**config.mk**
```make
export PLATFORM = sky130hd
export DESIGN_NAME = rsnh_ctrl
export DESIGN_NICKNAME = d
export VERILOG_FILES = /design/src/rtl/core/rsnh_pkg.sv /design/src/rtl/core/rsnh_ctrl.sv
export SDC_FILE = /design/constraint.sdc
export NUM_CORES = 1
export LEC_CHECK = 0
export BUFFER_PORTS_ARGS = -buffer_cell sky130_fd_sc_hd__clkbuf_2
export CORE_ASPECT_RATIO = 1.2
export CORE_MARGIN = 1
export CORE_UTILIZATION = 45
export CTS_BUF_LIST = sky130_fd_sc_hd__clkbuf_16
export CTS_CLUSTER_DIAMETER = 50
export DETAILED_ROUTE_END_ITERATION = 16
export PLACE_DENSITY = 0.71
export SETUP_SLACK_MARGIN = 0.2
export SLEW_MARGIN = 40
export SYNTH_ARGS = -nofsm -noshare
export SYNTH_HDL_FRONTEND = slang
export SYNTH_SLANG_ARGS = --single-unit
```
**constraint.sdc**
```tcl
create_clock -name clk_i -period 1.75 [get_ports clk_i]
set_clock_uncertainty 0.2 [all_clocks]
set_input_delay 0.4375 -clock clk_i [delete_from_list [all_inputs] [get_ports clk_i]]
set_output_delay 0.4375 -clock clk_i [all_outputs]
set_load 0.01 [all_outputs]
```
**src/rtl/core/rsnh_pkg.sv**
```systemverilog
package rsnh_pkg;

  localparam int unsigned NSEG    = 64;
  localparam int unsigned SEG_W   = $clog2(NSEG);
  localparam int unsigned CNT_W   = SEG_W + 1;
  localparam int unsigned COORD_W = 14;
  localparam int unsigned DIFF_W  = COORD_W + 1;
  localparam int unsigned ENTRY_W = 4 * COORD_W;
  localparam int unsigned DIR_W   = 16;
  localparam int unsigned MAG_W   = DIR_W + 1;
  localparam int unsigned MAXD_W  = 13;
  localparam int unsigned SCNT_W  = 7;
  localparam int unsigned XY_W    = 19;
  localparam int unsigned DIST_W  = 17;
  localparam int unsigned PROD_W  = 32;
  localparam int unsigned NUM_W   = 54;
  localparam int unsigned QUO_W   = 21;
  localparam int unsigned DEN2_W  = PROD_W + 1;
  localparam int unsigned IDX_W   = 4;
  localparam int unsigned CFG_W   = 13;
  localparam int unsigned DRAIN_CYC = 6;
  localparam int unsigned DCNT_W  = 3;
  localparam logic [MAXD_W-1:0] MAXD_RST = MAXD_W'(215);
  localparam logic [MAG_W-1:0]  DIST_MAG = MAG_W'(16384);

  typedef enum logic {
    OP_LOAD = 1'b0,
    OP_CAST = 1'b1
  } opcode_e;

  typedef enum logic [IDX_W-1:0] {
    REG_MAX_DIST  = 4'd0,
    REG_SEG_COUNT = 4'd1
  } cfg_reg_e;

  typedef enum logic [2:0] {
    ST_IDLE,
    ST_SCAN,
    ST_DRAIN,
    ST_DPREP,
    ST_DSTART,
    ST_DWAIT,
    ST_FIN
  } state_e;

  typedef enum logic [1:0] {
    DIV_X,
    DIV_Y,
    DIV_T
  } div_sel_e;

  typedef struct packed {
    logic             cast_load;
    logic             rd_en;
    logic [SEG_W-1:0] rd_addr;
    logic             div_prep;
    logic             div_start;
    div_sel_e         div_sel;
    logic             out_load;
  } cmd_t;

  typedef struct packed {
    logic found;
    logic div_done;
  } sts_t;

endpackage

```
**src/rtl/core/rsnh_ctrl.sv**
```systemverilog
module rsnh_ctrl
  import rsnh_pkg::*;
(
  input  logic              clk_i,
  input  logic              rst_ni,
  input  logic              cast_i,
  input  logic [SCNT_W-1:0] seg_count_i,
  input  sts_t              sts_i,
  output cmd_t              cmd_o,
  output logic              busy_o
);

  state_e            state_q, state_d;
  logic [CNT_W-1:0]  cnt_q, cnt_d;
  logic [DCNT_W-1:0] dcnt_q, dcnt_d;
  div_sel_e          sel_q, sel_d;
  logic [CNT_W-1:0]  n_seg;

  assign n_seg = (seg_count_i > SCNT_W'(NSEG)) ? CNT_W'(NSEG) : CNT_W'(seg_count_i);

  always_comb begin
    state_d = state_q;
    case (state_q)
      ST_IDLE: begin
        if (cast_i) begin
          state_d = (n_seg == '0) ? ST_DRAIN : ST_SCAN;
        end
      end
      ST_SCAN: begin
        if (cnt_q == n_seg - 1'b1) begin
          state_d = ST_DRAIN;
        end
      end
      ST_DRAIN: begin
        if (dcnt_q == DCNT_W'(DRAIN_CYC - 1)) begin
          state_d = sts_i.found ? ST_DPREP : ST_FIN;
        end
      end
      ST_DPREP:  state_d = ST_DSTART;
      ST_DSTART: state_d = ST_DWAIT;
      ST_DWAIT: begin
        if (sts_i.div_done) begin
          state_d = (sel_q == DIV_T) ? ST_FIN : ST_DPREP;
        end
      end
      ST_FIN:  state_d = ST_IDLE;
      default: state_d = ST_IDLE;
    endcase
  end

  always_comb begin
    cnt_d  = cnt_q;
    dcnt_d = dcnt_q;
    sel_d  = sel_q;
    case (state_q)
      ST_IDLE: begin
        cnt_d  = '0;
        dcnt_d = '0;
        sel_d  = DIV_X;
      end
      ST_SCAN:  cnt_d = cnt_q + 1'b1;
      ST_DRAIN: dcnt_d = dcnt_q + 1'b1;
      ST_DWAIT: begin
        if (sts_i.div_done) begin
          case (sel_q)
            DIV_X:   sel_d = DIV_Y;
            DIV_Y:   sel_d = DIV_T;
            default: sel_d = DIV_T;
          endcase
        end
      end
      default: ;
    endcase
  end

  always_comb begin
    cmd_o.cast_load = (state_q == ST_IDLE) && cast_i;
    cmd_o.rd_en     = state_q == ST_SCAN;
    cmd_o.rd_addr   = cnt_q[SEG_W-1:0];
    cmd_o.div_prep  = state_q == ST_DPREP;
    cmd_o.div_start = state_q == ST_DSTART;
    cmd_o.div_sel   = sel_q;
    cmd_o.out_load  = state_q == ST_FIN;
    busy_o          = state_q != ST_IDLE;
  end

  always_ff @(posedge clk_i or negedge rst_ni) begin
    if (!rst_ni) begin
      state_q <= ST_IDLE;
      cnt_q   <= '0;
      dcnt_q  <= '0;
      sel_q   <= DIV_X;
    end else begin
      state_q <= state_d;
      cnt_q   <= cnt_d;
      dcnt_q  <= dcnt_d;
      sel_q   <= sel_d;
    end
  end

endmodule

```
Word level (Yosys, flattened, before mapping)
Index checks and enable logic that the tools add are counted.
{ "totals": {"ff_bits": 15, "output_inout_bits": 14, "latchBits": 0, "mem_bits_rw": 0, "mem_bits_ro": 0, "wordCells": 45, "memories": 0, "inputBits": 12} }
{ "op_classes": {"div_mod_pow": 0, "mux": 14, "n_mul": 0, "eq_ne": 13, "n_bitwise": 0, "reduce_logical": 10, "order_cmp": 1, "n_addsub": 3, "shift": 0} }
{ "ops": {"columns": ["op", "count"], "rows": [
  ["two-way mux 3 bit", 6],
  ["one-hot mux 3 bit (6 select lines)", 1],
  ["one-hot mux 7 bit (2 select lines)", 1],
  ["== test 3 bit (second input constant)", 4],
  ["adder 7 x 1 -> 7 bit (second input constant)", 1],
  ["== test 7 bit", 1],
  ["greater-than comparator 7 bit (second input constant)", 1],
  ["zero test 7 bit", 1],
  ["two-way mux 7 bit", 1],
  ["subtractor 7 x 1 -> 7 bit (second input constant)", 1],
  ["== test 3 x 2 -> 1 bit (second input constant)", 2],
  ["two-way mux 2 bit", 3],
  ["!= test 2 bit (second input constant)", 3],
  ["one-hot mux 3 bit (2 select lines)", 1],
  ["nonzero test 2 bit", 3],
  ["one-hot mux 2 bit (2 select lines)", 1],
  ["AND reduction 4 bit", 1],
  ["adder 3 x 1 -> 3 bit (second input constant)", 1],
  ["== test 3 x 1 -> 1 bit (second input constant)", 1],
  ["zero test 3 bit", 1],
  ["nonzero test 3 bit", 1],
  ["== test 2 bit (second input constant)", 1],
  ["zero test 2 bit", 1],
  ["!= test 2 x 1 -> 1 bit (second input constant)", 1],
  ["2 further kinds", 2]
]} }

Longest topological paths before layout
{ "logic_depth": {"depth_word": 6, "ltp_mapped": 9} }

Worst setup path before layout
No wires, ideal clock.
{ "synth_path": {"kind": "input to register", "from": "in seg_count_i[6]", "to": "reg state_q[1]", "t_required_ns": 1.439, "t_arrival_ns": 2.007, "path_buffers": 1, "setup_slack_ns": -0.569, "cell_stages": 9, "path_cell_list": "buf_2 nand2b_1 ha_1 nand2_1 mux2_1 o22ai_1 xor2_1 a31oi_1 a2111oi_2"} }
{ "synth_via": {"elab_chain_len": 6, "elab_cells_between_ends": 10, "cone_classes": "add/sub: 1; order compare: 1; eq/ne: 2; mux: 4; reduce/logical: 2"} }
{ "synth_rtl": {"columns": ["item", "line", "text"], "rows": [
  ["start: declaration", "rsnh_ctrl.sv:7", "input logic [SCNT_W-1:0] seg_count_i,"],
  ["greater-than comparator 7 bit", "rsnh_ctrl.sv:19", "assign n_seg = (seg_count_i > SCNT_W'(NSEG)) ? CNT_W'(NSEG) : CNT_W'(seg_count_i);"],
  ["two-way mux 7 bit (*)", "rsnh_ctrl.sv:19", null],
  ["subtractor 7 x 1 -> 7 bit / zero test 7 bit (equally long branches)", "rsnh_ctrl.sv:30, rsnh_ctrl.sv:26", null],
  ["== test 7 bit / two-way mux 2 bit (equally long branches)", "rsnh_ctrl.sv:30, rsnh_ctrl.sv:26", null],
  ["!= test 2 x 1 -> 1 bit (no line) / two-way mux 3 bit (equally long branches)", null, null],
  ["AND reduction 4 bit (no line) / one-hot mux 3 bit (6 select lines) (equally long branches)", null, null],
  ["end signal: assignment", "rsnh_ctrl.sv:94", "state_q <= state_d;"],
  ["end: declaration", "rsnh_ctrl.sv:13", "state_e state_q, state_d;"]
]} }
Every way passes the cells marked *; elsewhere a longest branch is shown, timed or not. The select of a mux whose other input is x is not followed.
A chain may end at the register's enable or synchronous reset.

Worst setup path in the final report
Ends and elaborated chain as after synthesis.

==> out/metrics.cfg <==
[setup_path]
timing.critical_path.buf_inv=1
cp-end-kind=flop
cp_cell_sequence=buf_6 > nand2b_4 > ha_4 > xor2_2 > xnor2_1 > nand3_1 > a211oi_2 > a31oi_2 > a2111oi_2
r2r_slack_ns=0.05
crit_arrival_ns=1.86
slowest_stage=a2111oi_2
worstPathRequired_ns=1.68
cpLargestDelayFamily=compound AO/OA/AOI/OAI gates
worst-setup-path-type=primary input to flop
slowest_delay_ns=0.22
crit_path_start_kind=primary input
cp_max_fo=5

[placed_design]
place_area_um2=1370
globalplace.congestion=0.843
dpl.hpwl_um=2000
numPortBuffers=25
place_inst=193

[grt]
grt_max_degree=16
grt_usage_pct=21.2
grt_pass1_wl_um=4220
grt_pass1_vias=1027
antenna_found_initial=0
grt-ovfl-total=0

[detailed_routing]
remaining_drc_errors=0
drt-initial-drc-count=31
dr_total_vias=1058
drt_wl_total_um=2690
drt.antenna.violating_nets=0
vias_per_cell=5.16
wire_per_inst_um=13.1
dr.pass1.iters=4

[cells_and_area]
fin_area_um2=1570
final_common_cell=clkbuf_2
instances_no_fill=205
syn_to_final_growth_pct=38.5
mostFrequentLayoutCells=clkbuf_2, buf_4, nand2_1, dfrtp_1, o21ai_0
drive_gt1_share_pct=39.7
final_nets=192
antenna_cells=0

[timing]
slew_headroom_pct=74.5
period_share_pct=110
finalHoldViolations=0
rsz0062_at_grt=true
drv_slew=0
max_freq_mhz=519
setup_viol=7
tightestPinTransition_ns=0.382
timing.final.ws_setup_ns=-0.178
post-route-min-period_ns=1.93

[floorplanning]
coreArea_um2=2330
dieHeight_um=57.0
start_util_pct=48.6
die-area_um2=2720
ios=26
rows=19
fp.dieW_um=47.8

[yosys]
ys_warn_count=0
seq_area_frac_synth_pct=33.1
ys_types=40
yosys.area.top_type_share_pct=33.1
syn_nets=152
synth_largest_area_cell=dfrtp_1
ys_top_cells_by_area=dfrtp_1, ha_1, o21ai_0
ys_ff_latch=15
synthCells=135
netlist_area_um2=1130
syn_avg_cell_area_um2=8.39

[worst_hold_path]
hp-class=primary input to flop

[status]
violations=negative setup slack
status=finished with violations

[clock_tree]
cts_sinks=15
clkLatencyLatePin_ns=0.25
clk_path_buf_depth=2
root_buffer=clkbuf_16
cts_tree=yes
cts.htree.levels=1
cts_inserted_buffers=3
cts.reportedPaths.clkPinSlew_ns=0.05

[power_and_ir_drop]
peakVddDrop_v=0.00122
power_density_nw_per_um2=1330
leakage_uw=0.000761

[run]
max_cap_violations=0

-- power by group --
group          total [uW]  switching, uW  internal [uW]
combinational        1040            537            499
sequential            599            144            455
clock                 448            143            305
total                2080            825           1260
-- per-stage QoR --
| stage | setup WS, ns | total power [uW] | hold WS, ns | util [%] | setup TNS [ns] |
|---|---|---|---|---|---|
| global route | -0.284 | 2250 | 0.230 | 67.3 | -1.28 |
| global placement | -0.411 | 1500 | 0.174 | 58.7 | -0.752 |
| finish | -0.178 | 2080 | 0.219 | 67.3 | -0.596 |
| floorplan | -0.351 | 1200 | -0.0581 | - | -0.617 |
| CTS | -0.144 | 2060 | 0.220 | 65.2 | -0.538 |
| detailed placement | -0.498 | 1520 | 0.176 | 58.7 | -0.886 |
-- repair_timing --
action / 4_1_cts / 5_1_grt
hold buffers: 1 / 0
endpoints found under the hold margin: 15 / 0
endpoints found under the setup margin: 14 / 16
buffers inserted: 3 / 4
pin swaps: 2 / 1
gates cloned: 0 / 0
resized for setup: 8 / 6
-- flip-flops by register name (all words and copies together), names as in the netlist --
name	flops
dcnt_q	3
state_q	3
cnt_q	7
sel_q	2
-- worst reg2reg max path, cell delays in order, from the launching register on --
cell	delay (ns)
dfrtp_1	0.41
xor2_2	0.16
xnor2_1	0.14
nand3_1	0.12
a211oi_2	0.20
a31oi_2	0.14
a2111oi_2	0.22
-- synthesized netlist by cell type --
| cell | count |
|---|---|
| o21ai_1 | 2 |
| nand2b_1 | 5 |
| buf_2 | 1 |
| a21o_2 | 1 |
| mux2_1 | 1 |
| clkbuf_1 | 4 |
| nand4_1 | 1 |
| a31oi_1 | 2 |
| mux2i_1 | 4 |
| nor3_1 | 4 |
| nand2_1 | 16 |
| and3_1 | 2 |
| a211oi_1 | 2 |
| o21ai_0 | 12 |
| ha_1 | 5 |
| dfrtp_1 | 15 |
| mux2_2 | 1 |
| and2_1 | 1 |
| inv_2 | 1 |
| nor2b_1 | 4 |
| o31ai_1 | 1 |
| inv_1 | 5 |
| a311oi_1 | 1 |
| o32ai_1 | 1 |
| nand3_1 | 5 |
| o22ai_1 | 1 |
| xor2_1 | 5 |
| or2_1 | 1 |
| nor2_1 | 9 |
| o21bai_1 | 1 |
| buf_4 | 6 |
| xnor2_1 | 3 |
| a21oi_1 | 4 |
| nor3b_1 | 1 |
| and4_1 | 2 |
| a32oi_1 | 1 |
| a211o_1 | 1 |
| nor3_4 | 1 |
| nand4b_1 | 1 |
| a2111oi_2 | 1 |
-- logic make-up (layout without fill, tap and decap cells) --
| logic type | Yosys count | in the layout | share of synthesized area (%) |
|---|---|---|---|
| AOI/OAI and AO/OA | 31 | 31 | 17.5 |
| xor gates and xnor gates | 8 | 8 | 6.19 |
| adders and majority gates | 5 | 5 | 5.52 |
| buffers and inverters | 17 | 56 | 7.73 |
| DFF | 15 | 15 | 33.1 |
| muxes | 6 | 6 | 5.52 |
| and+or+nand+nor | 53 | 53 | 24.4 |
-- cell type report --
cell class / count / area [um^2]
clock inverters: 1 / 5.00
fillers: 209 / 762
flip-flops and latches: 15 / 378
multi-input cells: 103 / 749
repair buffers: 46 / 299
clock buffers: 3 / 75.1
inverters: 6 / 22.5
well taps: 31 / 38.8
-- worst paths after layout --
kind | startpoint | endpoint | cells after the start
worst max register to register | cnt_q[2]$_DFFE_PN0P_ | state_q[1]$_DFFE_PN0P_ | 6
max in group asynchronous | rst_ni | state_q[2]$_DFFE_PN0P_ | 2
min in group asynchronous | rst_ni | cnt_q[3]$_DFFE_PN0P_ | 2
worst max-delay path | seg_count_i[6] | state_q[1]$_DFFE_PN0P_ | 9
worst min-delay path | sts_i[0] | state_q[2]$_DFFE_PN0P_ | 2
worst min register to register | dcnt_q[1]$_DFFE_PN0P_ | dcnt_q[1]$_DFFE_PN0P_ | 2
-- layer usage --
metal | vias to the layer above | track usage (%) | share of wire, %
met5 | - | 0 | 0
met4 | 0 | 8.33 | 1.9
met3 | 6 | 2.85 | 2.7
met2 | 23 | 37.6 | 54
met1 | 486 | 24.3 | 41
li1 | 543 | - | -
Power figures use the tool's default switching activity.
